**config.mk**
```make
export PLATFORM = sky130hd
export DESIGN_NAME = obd_mode01_response_decoder
export DESIGN_NICKNAME = d
export VERILOG_FILES = /design/src/rtl/obd_pkg.sv /design/src/rtl/obd_front.sv /design/src/rtl/obd_jobq.sv /design/src/rtl/obd_back.sv /design/src/rtl/obd_mode01_response_decoder.sv
export SDC_FILE = /design/constraint.sdc
export NUM_CORES = 1
export LEC_CHECK = 0
export ABC_AREA = 1
export BUFFER_PORTS_ARGS = -buffer_cell sky130_fd_sc_hd__buf_4
export CORE_MARGIN = 2
export CORE_UTILIZATION = 25
export DETAILED_ROUTE_END_ITERATION = 10
export SLEW_MARGIN = 20
export SYNTH_ARGS = -nofsm -noshare
export SYNTH_HDL_FRONTEND = slang
export SYNTH_SLANG_ARGS = --single-unit
```
**constraint.sdc**
```tcl
create_clock -name clk_i -period 6.7 [get_ports clk_i]
set_clock_uncertainty 0.15 [all_clocks]
set_input_delay 1.34 -clock clk_i [delete_from_list [all_inputs] [get_ports clk_i]]
set_output_delay 1.34 -clock clk_i [all_outputs]
set_load 0.005 [all_outputs]
```
**src/rtl/obd_pkg.sv**
```systemverilog
// Package for the OBD-II mode 01 response decoder: item and result types,
// the classified job passed from front to back, and the scaling constants.
// Depends on nothing; every other file of the block imports it.
`timescale 1ns / 1ps
`default_nettype none

package obd_pkg;

  localparam int unsigned MAX_BYTES_DEF = 8;
  localparam int unsigned JOB_DEPTH     = 2;

  localparam logic [7:0] CH_NUL    = 8'h00;
  localparam logic [7:0] CH_SPACE  = 8'h20;
  localparam logic [7:0] CH_PROMPT = 8'h3E;

  localparam logic [7:0] MODE01_REPLY = 8'h41;
  localparam logic [7:0] PID_RPM      = 8'h0C;
  localparam logic [7:0] PID_SPEED    = 8'h0D;
  localparam logic [7:0] PID_VOLTS    = 8'h42;
  localparam logic [7:0] PID_PCT      = 8'h5B;

  localparam int unsigned VALUE_W = 22;
  localparam int unsigned X_W     = 24;
  localparam int unsigned M_W     = 25;
  localparam int unsigned P_W     = X_W + M_W;

  // percent = A*100/255 in Q8: x = A*25600, then divide by 255.
  localparam logic [X_W-1:0] PCT_SCALE = X_W'(25600);
  // Exact reciprocals: floor(x/d) = (x*M) >> S for every x below 2^24.
  localparam logic [M_W-1:0] RECIP_1000 = M_W'(17179870);
  localparam int unsigned    SHIFT_1000 = 34;
  localparam logic [M_W-1:0] RECIP_255  = M_W'(8421505);
  localparam int unsigned    SHIFT_255  = 31;

  typedef struct packed {
    logic [7:0] ch;
    logic [7:0] pid;
    logic       last;
  } obd_in_t;

  typedef struct packed {
    logic               ok;
    logic [VALUE_W-1:0] value_q8;
  } obd_out_t;

  typedef enum logic [2:0] {
    KIND_FAIL  = 3'd0,
    KIND_RPM   = 3'd1,
    KIND_SPEED = 3'd2,
    KIND_VOLTS = 3'd3,
    KIND_PCT   = 3'd4
  } kind_e;

  typedef struct packed {
    kind_e      kind;
    logic [7:0] a;
    logic [7:0] b;
  } obd_job_t;

  // Bit 4 set marks a valid hex digit of either case; bits 3:0 give its value.
  function automatic logic [4:0] hex_digit(input logic [7:0] c);
    logic [4:0] r;
    r = 5'd0;
    if (c >= 8'h30 && c <= 8'h39) begin
      r = {1'b1, c[3:0]};
    end else if ((c >= 8'h41 && c <= 8'h46) || (c >= 8'h61 && c <= 8'h66)) begin
      r = {1'b1, c[3:0] + 4'd9};
    end
    return r;
  endfunction

endpackage

`default_nettype wire

```
**src/rtl/obd_front.sv**
```systemverilog
// Front part: parses characters into bytes and, on the last character of a
// line, classifies the line into a job for the back part. Uses obd_pkg.
`timescale 1ns / 1ps
`default_nettype none

module obd_front #(
  parameter int unsigned MaxBytes = obd_pkg::MAX_BYTES_DEF
) (
  input  wire logic              clk_i,
  input  wire logic              rst_ni,
  input  wire logic              take_i,
  input  wire obd_pkg::obd_in_t  item_i,
  output logic                   job_push_o,
  output obd_pkg::obd_job_t      job_o
);
  import obd_pkg::*;

  localparam int unsigned CW = $clog2(MaxBytes + 1);

  typedef enum logic [2:0] {
    PH_HIGH = 3'b001,
    PH_LOW  = 3'b010,
    PH_STOP = 3'b100
  } phase_e;

  phase_e        ph_q, ph_d;
  logic [3:0]    hn_q, hn_d;
  logic [CW-1:0] cnt_q, cnt_d, cnt_new;
  logic [7:0]    fb_q [4];
  logic [7:0]    nb   [4];
  logic [4:0]    dig;
  logic          wr;
  logic [7:0]    new_byte;
  logic          has3, has4, hdr_ok;

  assign dig      = hex_digit(item_i.ch);
  assign new_byte = {hn_q, dig[3:0]};

  always_comb begin
    ph_d    = ph_q;
    hn_d    = hn_q;
    cnt_new = cnt_q;
    wr      = 1'b0;
    if (item_i.ch == CH_NUL) begin
      ph_d = PH_STOP;
    end else begin
      unique case (ph_q)
        PH_HIGH: begin
          if (item_i.ch == CH_PROMPT) begin
            ph_d = PH_STOP;
          end else if (item_i.ch != CH_SPACE) begin
            if (dig[4]) begin
              hn_d = dig[3:0];
              ph_d = PH_LOW;
            end else begin
              ph_d = PH_STOP;
            end
          end
        end
        PH_LOW: begin
          if (dig[4]) begin
            wr      = 1'b1;
            cnt_new = cnt_q + CW'(1);
            ph_d    = (cnt_new >= CW'(MaxBytes)) ? PH_STOP : PH_HIGH;
          end else begin
            ph_d = PH_STOP;
          end
        end
        PH_STOP: ;
        default: ph_d = PH_STOP;
      endcase
    end
    cnt_d = cnt_new;
    if (item_i.last) begin
      ph_d  = PH_HIGH;
      hn_d  = 4'd0;
      cnt_d = '0;
    end
  end

  // Byte view including the character being taken now.
  always_comb begin
    for (int i = 0; i < 4; i++) begin
      nb[i] = (wr && cnt_q == CW'(i)) ? new_byte : fb_q[i];
    end
  end

  assign has3   = cnt_new >= CW'(3);
  assign has4   = cnt_new >= CW'(4);
  assign hdr_ok = has3 && nb[0] == MODE01_REPLY && nb[1] == item_i.pid;

  always_comb begin
    job_o.a    = nb[2];
    job_o.b    = nb[3];
    job_o.kind = KIND_FAIL;
    if (hdr_ok) begin
      unique case (item_i.pid)
        PID_RPM:   job_o.kind = has4 ? KIND_RPM : KIND_FAIL;
        PID_SPEED: job_o.kind = KIND_SPEED;
        PID_VOLTS: job_o.kind = has4 ? KIND_VOLTS : KIND_FAIL;
        PID_PCT:   job_o.kind = KIND_PCT;
        default:   job_o.kind = KIND_FAIL;
      endcase
    end
  end

  assign job_push_o = take_i && item_i.last;

  always_ff @(posedge clk_i or negedge rst_ni) begin
    if (!rst_ni) begin
      ph_q  <= PH_HIGH;
      hn_q  <= 4'd0;
      cnt_q <= '0;
    end else if (take_i) begin
      ph_q  <= ph_d;
      hn_q  <= hn_d;
      cnt_q <= cnt_d;
    end
  end

  always_ff @(posedge clk_i) begin
    if (take_i && wr) begin
      for (int i = 0; i < 4; i++) begin
        if (cnt_q == CW'(i)) begin
          fb_q[i] <= new_byte;
        end
      end
    end
  end

endmodule

`default_nettype wire

```
**src/rtl/obd_jobq.sv**
```systemverilog
// Short job queue between front and back, so each side stalls on its own.
// Uses obd_pkg for the job type and depth.
`timescale 1ns / 1ps
`default_nettype none

module obd_jobq (
  input  wire logic               clk_i,
  input  wire logic               rst_ni,
  input  wire logic               push_i,
  input  wire obd_pkg::obd_job_t  job_i,
  output logic                    full_o,
  input  wire logic               pop_i,
  output logic                    nonempty_o,
  output obd_pkg::obd_job_t       job_o
);
  import obd_pkg::*;

  localparam int unsigned PW = (JOB_DEPTH > 1) ? $clog2(JOB_DEPTH) : 1;
  localparam int unsigned NW = $clog2(JOB_DEPTH + 1);

  obd_job_t      mem_q [JOB_DEPTH];
  logic [PW-1:0] wp_q, rp_q;
  logic [NW-1:0] n_q;
  logic          do_push, do_pop;

  assign full_o     = n_q == NW'(JOB_DEPTH);
  assign nonempty_o = n_q != '0;
  assign job_o      = mem_q[rp_q];
  assign do_push    = push_i && !full_o;
  assign do_pop     = pop_i && nonempty_o;

  always_ff @(posedge clk_i or negedge rst_ni) begin
    if (!rst_ni) begin
      wp_q <= '0;
      rp_q <= '0;
      n_q  <= '0;
    end else begin
      if (do_push) begin
        wp_q <= (wp_q == PW'(JOB_DEPTH - 1)) ? '0 : wp_q + PW'(1);
      end
      if (do_pop) begin
        rp_q <= (rp_q == PW'(JOB_DEPTH - 1)) ? '0 : rp_q + PW'(1);
      end
      if (do_push && !do_pop) begin
        n_q <= n_q + NW'(1);
      end else if (do_pop && !do_push) begin
        n_q <= n_q - NW'(1);
      end
    end
  end

  always_ff @(posedge clk_i) begin
    if (do_push) begin
      mem_q[wp_q] <= job_i;
    end
  end

endmodule

`default_nettype wire

```
**src/rtl/obd_back.sv**
```systemverilog
// Back part: scales a classified job into the Q8 result through a short
// multiply pipeline and holds it in the output register. Uses obd_pkg.
`timescale 1ns / 1ps
`default_nettype none

module obd_back (
  input  wire logic               clk_i,
  input  wire logic               rst_ni,
  input  wire logic               job_valid_i,
  input  wire obd_pkg::obd_job_t  job_i,
  output logic                    job_pop_o,
  output logic                    empty_o,
  input  wire logic               pop_i,
  output obd_pkg::obd_out_t       result_o
);
  import obd_pkg::*;

  logic               en;
  // Stage A: operand prepared
  logic               va_q;
  kind_e              ka_q;
  logic [X_W-1:0]     xa_q, xa_d;
  logic [VALUE_W-1:0] da_q, da_d;
  // Stage B: product taken
  logic               vb_q;
  kind_e              kb_q;
  logic [P_W-1:0]     pb_q;
  logic [VALUE_W-1:0] db_q;
  logic [M_W-1:0]     recip;
  // Output register
  logic               vo_q;
  obd_out_t           res_q, res_d;

  assign en        = !vo_q || pop_i;
  assign job_pop_o = en && job_valid_i;
  assign empty_o   = !vo_q;
  assign result_o  = res_q;

  always_comb begin
    xa_d = X_W'(job_i.a) * PCT_SCALE;
    da_d = '0;
    case (job_i.kind)
      KIND_VOLTS: xa_d = {job_i.a, job_i.b, 8'd0};
      KIND_RPM:   da_d = VALUE_W'({job_i.a, job_i.b, 6'd0});
      KIND_SPEED: da_d = VALUE_W'({job_i.a, 8'd0});
      default:    ;
    endcase
  end

  assign recip = (ka_q == KIND_VOLTS) ? RECIP_1000 : RECIP_255;

  always_comb begin
    res_d.ok       = kb_q != KIND_FAIL;
    res_d.value_q8 = db_q;
    case (kb_q)
      KIND_VOLTS: res_d.value_q8 = VALUE_W'(pb_q >> SHIFT_1000);
      KIND_PCT:   res_d.value_q8 = VALUE_W'(pb_q >> SHIFT_255);
      KIND_FAIL:  res_d.value_q8 = '0;
      default:    ;
    endcase
  end

  always_ff @(posedge clk_i or negedge rst_ni) begin
    if (!rst_ni) begin
      va_q <= 1'b0;
      vb_q <= 1'b0;
      vo_q <= 1'b0;
    end else if (en) begin
      va_q <= job_valid_i;
      vb_q <= va_q;
      vo_q <= vb_q;
    end
  end

  always_ff @(posedge clk_i) begin
    if (en) begin
      ka_q  <= job_i.kind;
      xa_q  <= xa_d;
      da_q  <= da_d;
      kb_q  <= ka_q;
      pb_q  <= P_W'(xa_q) * P_W'(recip);
      db_q  <= da_q;
      res_q <= res_d;
    end
  end

endmodule

`default_nettype wire

```
**src/rtl/obd_mode01_response_decoder.sv**
```systemverilog
// OBD-II mode 01 response decoder, top level; uses obd_pkg, obd_front,
// obd_jobq and obd_back. Takes one character item per cycle while the job
// queue is not full. Once its last character is accepted, a line's result
// passes the job queue, operand stage, multiply stage and output register.
// Reset clears the parser, queue pointers and pipeline valid bits; the
// stored bytes of a line need no reset, since they are rewritten each line.
`timescale 1ns / 1ps
`default_nettype none

module obd_mode01_response_decoder #(
  parameter int unsigned MaxBytes = obd_pkg::MAX_BYTES_DEF
) (
  input  wire logic             clk_i,
  input  wire logic             rst_ni,
  input  wire logic             push,
  output logic                  full,
  input  wire obd_pkg::obd_in_t item_i,
  output logic                  empty,
  input  wire logic             pop,
  output obd_pkg::obd_out_t     result_o
);
  import obd_pkg::*;

  logic     take;
  logic     job_push;
  obd_job_t job_in;
  logic     q_full;
  logic     q_nonempty;
  logic     q_pop;
  obd_job_t job_out;

  // Characters are refused only when the job queue is full. The back part
  // drains the queue whenever its output register is free or being popped,
  // so a waiting result stops the front only once the queue has filled.
  assign full = q_full;
  assign take = push && !q_full;

  // The front parses every character and, on the last one of a line,
  // classifies the line (header check, PID, byte count) into a job.
  obd_front #(
    .MaxBytes(MaxBytes)
  ) u_front (
    .clk_i     (clk_i),
    .rst_ni    (rst_ni),
    .take_i    (take),
    .item_i    (item_i),
    .job_push_o(job_push),
    .job_o     (job_in)
  );

  // Two-entry queue decouples parsing from scaling.
  obd_jobq u_jobq (
    .clk_i     (clk_i),
    .rst_ni    (rst_ni),
    .push_i    (job_push),
    .job_i     (job_in),
    .full_o    (q_full),
    .pop_i     (q_pop),
    .nonempty_o(q_nonempty),
    .job_o     (job_out)
  );

  // The back part scales the value with exact reciprocal multiplies for the
  // divisions by 1000 and 255, and presents the result as a queue head.
  obd_back u_back (
    .clk_i      (clk_i),
    .rst_ni     (rst_ni),
    .job_valid_i(q_nonempty),
    .job_i      (job_out),
    .job_pop_o  (q_pop),
    .empty_o    (empty),
    .pop_i      (pop),
    .result_o   (result_o)
  );

endmodule

`default_nettype wire
```
Word level (Yosys, flattened, before mapping):

Memories as Yosys holds them, arrays and structs flattened.
Cells that the tools add are included.

* register bits: 164
* bits in writable memories: 70
* input bits: 21
* output and inout bits: 25
* logic and storage cells: 161
* memories: 2

Memories
* u_jobq.mem_q: words 2, width 19, read ports 1, clocked after memory_dff 0, wr ports 1, RTL line obd_jobq.sv:21 `obd_job_t mem_q [JOB_DEPTH];`
* u_front.fb_q: words 4, width 8, read ports 4, clocked after memory_dff 0, wr ports 1, RTL line obd_front.sv:29 `logic [7:0] fb_q [4];`

* add/sub/neg operators: 6
* multipliers: 2
* $lt $le $gt $ge: 9
* eq/ne operators: 25
* muxes and demuxes: 62
* reductions and logical operators: 37

Operators by type and width (number)
* $pmux 22 s3: 1
* $mux 8: 7
* $mul 24x25->49: 1
* $pmux 22 s2: 1
* $mux 4: 10
* $mux 25: 1
* $eq 8x7->1 const B: 3
* $mux 3: 8
* $reduce_or 8->1: 3
* $mux 1: 23
* $mux 23: 1
* $logic_and 1x1->1: 17
* $eq 8x4->1 const B: 2
* $ge 8x7->1 const B: 2
* $le 8x7->1 const B: 2
* $eq 3x2->1 const B: 5
* $mul 8x5->13 const B: 1
* $mux 2: 6
* $pmux 3 s4: 1
* $mux 5: 2
* $reduce_bool 2->1: 5
* $pmux 3 s3: 1
* $eq 4x2->1 const B: 2
* $eq 8x6->1 const B: 1
* 27 further kinds: 35

Logic depth before layout (Yosys ltp):

* word-level depth: 15
* mapped depth: 32
* depth with buffers taken out: 31

Cells and area by module:

A second synthesis with hierarchy kept.

* cell total of the unflattened synthesis: 1899
* area, all modules: 17164.0 um^2

Modules (own cells, without submodules)
* obd_back: times used 1, cells an instance 1450, area each 12838.6 um^2, seq. area each 2927.8 um^2
* obd_front: times used 1, cells an instance 316, area each 2691.3 um^2, seq. area each 1237.4 um^2
* obd_jobq: times used 1, cells an instance 131, area each 1624.1 um^2, seq. area each 1241.2 um^2
* obd_mode01_response_decoder: times used 1, cells an instance 2, area each 10.0 um^2, seq. area each 0.0 um^2

Least setup slack after synthesis:

No wires, ideal clock.

* kind: reg-to-reg
* start point: register u_back.ka_q[2]
* end point: register u_back.pb_q[48], data pin
* data arrival time: 6.121 ns
* setup slack: 0.171 ns
* cell stages (with the launch flop): 30
* cell sequence: edfxtp_1 nor2_1 inv_1 buf_1 nor2_1 inv_1 ha_1 inv_1 ha_1 nor2_1 inv_1 fa_1 inv_1 fa_1 inv_1 fa_1 inv_1 fa_1 inv_1 fa_1 ha_1 ha_1 nand2_1 inv_1 a21oi_1 o21ai_0 or2_2 nand2_1 nand3_1 xor2_1

* longest elaborated chain between the ends: 3

Ends and longest elaborated chain
* from (decl): RTL line obd_back.sv:21 `kind_e ka_q;`
* from (signal assigned): RTL line obd_back.sv:77 `ka_q <= job_i.kind;`
* $eq 3x2->1: RTL line obd_back.sv:50 `assign recip = (ka_q == KIND_VOLTS) ? RECIP_1000 : RECIP_255;`
* $mux 25: RTL line obd_back.sv:50
* $mul 24x25->49: RTL line obd_back.sv:81 `pb_q <= P_W'(xa_q) * P_W'(recip);`
* to (signal assigned): RTL line obd_back.sv:81
* to (decl): RTL line obd_back.sv:27 `logic [P_W-1:0] pb_q;`

No other way between the ends.
A chain may end at the register's enable or synchronous reset.

Final worst setup path:

* start point: register u_back.ka_q[1]
* end point: register u_back.pb_q[46], data pin

The elaborated chain is that of the path after synthesis.

==> qor.csv <==
metric,value,unit
CP Buf/Inv Count,6,
largest net degree at the start of global routing,72,
sequential area share after synthesis,32.6,%
die area,68400,sq um
final wirelength,40700,um
Syn Area/Cell,9.59,sq um
max_cap viols,0,
Hold WC Path Type,reg -> reg,
die extent in x,262,um
vias per inst,4.31,
Overall Global Routing Usage,12.1,%
Crit path max-delay family,adder cells,
Crit Path Max Fanout,14,
period utilisation layout,96.7,%
worst hold margin,276,ps
most used flip-flop cell after synthesis,edfxtp_1,
CTS Buf Count,17,
n_diodes,0,
CTS Root Cell,clkbuf_16,
vias in the first global route,12230,
Sink Count,183,
Overflow after GRT,0,
asr flop ratio synth,9.84,%
drt first pass iters,7,
fmax,154,MHz
nets@finish,2256,
I/O pins,46,
final setup violation count,0,
synth unique cells,51,
Die H,262,um
dpl cells,2679,
Non-Filler Instances,2712,
Yosys reg bits,183,
Relative slew margins,42.2,%
Post-DP HPWL,34700,um
worst skew pair latency,460,ps
Gate Count Post-Synth,1728,
"Req. time, crit path",6810,ps
"EDFF count, synth",165,
total number of vias,11701,
CP max-delay cell,fa_1,
layout cells sized above 1,9.90,%
row count,94,
startpoint types,flip-flop,
Final Hold Vio Count,0,
pre-CTS WS,69.7,ps
DR WL/cell,15.0,um
max incr delay on CP,570,ps
CP dominant cell by count,fa_1,
Yosys warnings,0,
WP data arrival,6590,ps
Mapped Area,16600,sq um
worst-path cell chain,nand2_1 -> nor2_2 -> inv_1 -> buf_4 -> buf_12 -> nor2_1 -> buf_4 -> ha_1 -> fa_1 -> inv_1 -> fa_1 -> fa_1 -> fa_1 -> fa_1 -> ha_1 -> ha_1 -> nand2_1 -> nor2_1 -> inv_1 -> nor3_1 -> nand4_1 -> nand3_1 -> xor2_1,
CTS tree,done,
worst setup path class,reg -> reg,
setup TNS,0,ps
status,finished clean,
deepest clock path buffer count,2,
first-pass GRT wire length,64600,um
IO Port Bufs,45,
remaining antenna violation count,0,
# fillers,6822,
# DRC,0,
Placer Congestion,0.917,
Setup crit end kind,flip-flop,
fin. max-slew vios,0,
Tmin final,6480,ps
htree depth,4,
DRT iter0 DRCs,677,
area grow syn2layout,14.8,%
Core Area,65700,sq um
RSZ-0062 raised after global routing,true,
"CTS clk-pin slew, worst paths",70,ps
final worst setup slack,221,ps
initial antenna violation count,0,
Initial Util,25.2,%
Slew @ Worst Pin,858,ps
==> final timing paths <==
kind                                      start         endpoint  slack [ps]  cells after the start
worst max-delay path             u_back.ka_q[1]  u_back.pb_q[46]         220                     23
min in group asynchronous                rst_ni  u_front.ph_q[1]         580                      1
worst min register to register  u_back.da_q[16]  u_back.db_q[16]         280                      0
max in group asynchronous                rst_ni  u_front.ph_q[0]        5560                      1
worst min-delay path            u_back.da_q[16]  u_back.db_q[16]         280                      0
worst max register to register   u_back.ka_q[1]  u_back.pb_q[46]         220                     23
==> flip-flops by register name, summed over array words and instances (netlist names) <==
| signal | flops |
|---|---|
| u_front.ph_q | 3 |
| u_jobq.n_q | 2 |
| u_back.pb_q | 18 |
| u_jobq.rp_q | 1 |
| u_front.cnt_q | 4 |
| u_back.kb_q | 3 |
| u_back.result_o | 23 |
| u_back.xa_q | 16 |
| u_back.va_q | 1 |
| u_front.fb_q | 32 |
| u_jobq.wp_q | 1 |
| u_back.da_q | 16 |
| u_jobq.mem_q | 38 |
| u_back.ka_q | 3 |
| u_front.hn_q | 4 |
| u_back.db_q | 16 |
| u_back.vb_q | 1 |
| u_back.vo_q | 1 |
==> layout make-up <==
class                   instances  area (sq um)  share of cell area (%)
inverters                     398          1490                    7.85
well taps                     864          1080                    5.68
repair buffers                 84           643                    3.38
clock inverters                14           188                   0.986
multi-input cells            1151          9790                    51.4
clock buffers                  18           429                    2.26
flip-flops and latches        183          5410                    28.4
==> stage by stage <==
| stage | utilization [%] | instance area [sq um] |
|---|---|---|
| 3_3_place_gp | 27.8 | 18300 |
| 4_1_cts | 28.8 | 18900 |
| 3_5_place_dp | 27.8 | 18300 |
| 6_report | 28.9 | 19000 |
| 5_1_grt | 28.9 | 19000 |
| 2_1_floorplan | - | 16700 |
==> per-layer routing <==
| layer | GRT usage, % | part of all wire (%) | up-vias |
|---|---|---|---|
| met5 | 0 | 0 | - |
| met4 | 3.13 | 2.2 | 0 |
| met3 | 1.74 | 3.1 | 45 |
| met2 | 21.6 | 49 | 229 |
| met1 | 15.4 | 45 | 5627 |
| li1 | - | - | 5800 |
==> repair_timing <==
| action | in CTS | in global routing |
|---|---|---|
| endpoints found under the hold margin | 0 | 0 |
| setup buffers | 0 | 1 |
| gates resized for setup | 0 | 31 |
| setup endpoints to repair | 0 | 16 |
| hold buffers | 0 | 0 |
==> Yosys cell counts (3+ instances only) <==
| cell type | n | area, sq um |
|---|---|---|
| a21oi_1 | 51 | 255 |
| ha_1 | 267 | 3340 |
| inv_1 | 393 | 1480 |
| nand2_1 | 249 | 935 |
| nand2_2 | 6 | 37.5 |
| o21ai_0 | 78 | 390 |
| or2_2 | 13 | 81.3 |
| a21o_1 | 5 | 37.5 |
| nor2_4 | 3 | 33.8 |
| nor3_1 | 15 | 75.1 |
| o221ai_1 | 11 | 96.3 |
| a31oi_1 | 4 | 25.0 |
| dfrtp_1 | 17 | 425 |
| buf_1 | 3 | 11.3 |
| nand3_1 | 56 | 280 |
| buf_2 | 4 | 20.0 |
| clkbuf_1 | 13 | 48.8 |
| o22ai_1 | 20 | 125 |
| xor2_1 | 20 | 175 |
| o21ai_1 | 9 | 45.0 |
| o21bai_1 | 9 | 67.6 |
| inv_2 | 5 | 18.8 |
| nor4_1 | 7 | 43.8 |
| o211ai_1 | 3 | 22.5 |
| nand4_1 | 13 | 81.3 |
| nor2_1 | 120 | 450 |
| xnor2_1 | 6 | 52.6 |
| fa_1 | 133 | 2660 |
| edfxtp_1 | 165 | 4950 |
==> cells by family (layout without fill, tap and decap cells) <==
group / count (synthesis) / after routing / share of synthesized area [%]
muxes: 3 / 3 / 0.189
DFF: 183 / 183 / 32.6
AOI/OAI and AO/OA: 197 / 197 / 6.81
other: 2 / 29 / 0.0453
buffers and inverters: 421 / 514 / 9.67
adders and majority gates: 400 / 400 / 36.2
and+or+nand+nor: 496 / 496 / 13.1
xor gates and xnor gates: 26 / 26 / 1.37
==> cells in the final DEF, fill, tap and decap left out, types with 5 or more instances in the layout <==
cell         n
inv_1      392
ha_1       264
nand2_1    246
edfxtp_1   165
fa_1       130
nor2_1     111
buf_4       83
o21ai_0     74
nand3_1     56
a21oi_1     49
conb_1      29
o22ai_1     20
xor2_1      20
clkbuf_16   17
dfrtp_1     17
nor3_1      14
nand4_1     13
or2_2       12
o21ai_1     12
o221ai_1    11
nand2_2      9
o21bai_1     9
nor2_2       8
nor4_1       7
inv_2        6
xnor2_1      6
nor2_4       5
a21o_1       5
Power is left out: the tool's default activity adds up to more than one toggle a clock period on the data nets, which glitch-free logic cannot reach.
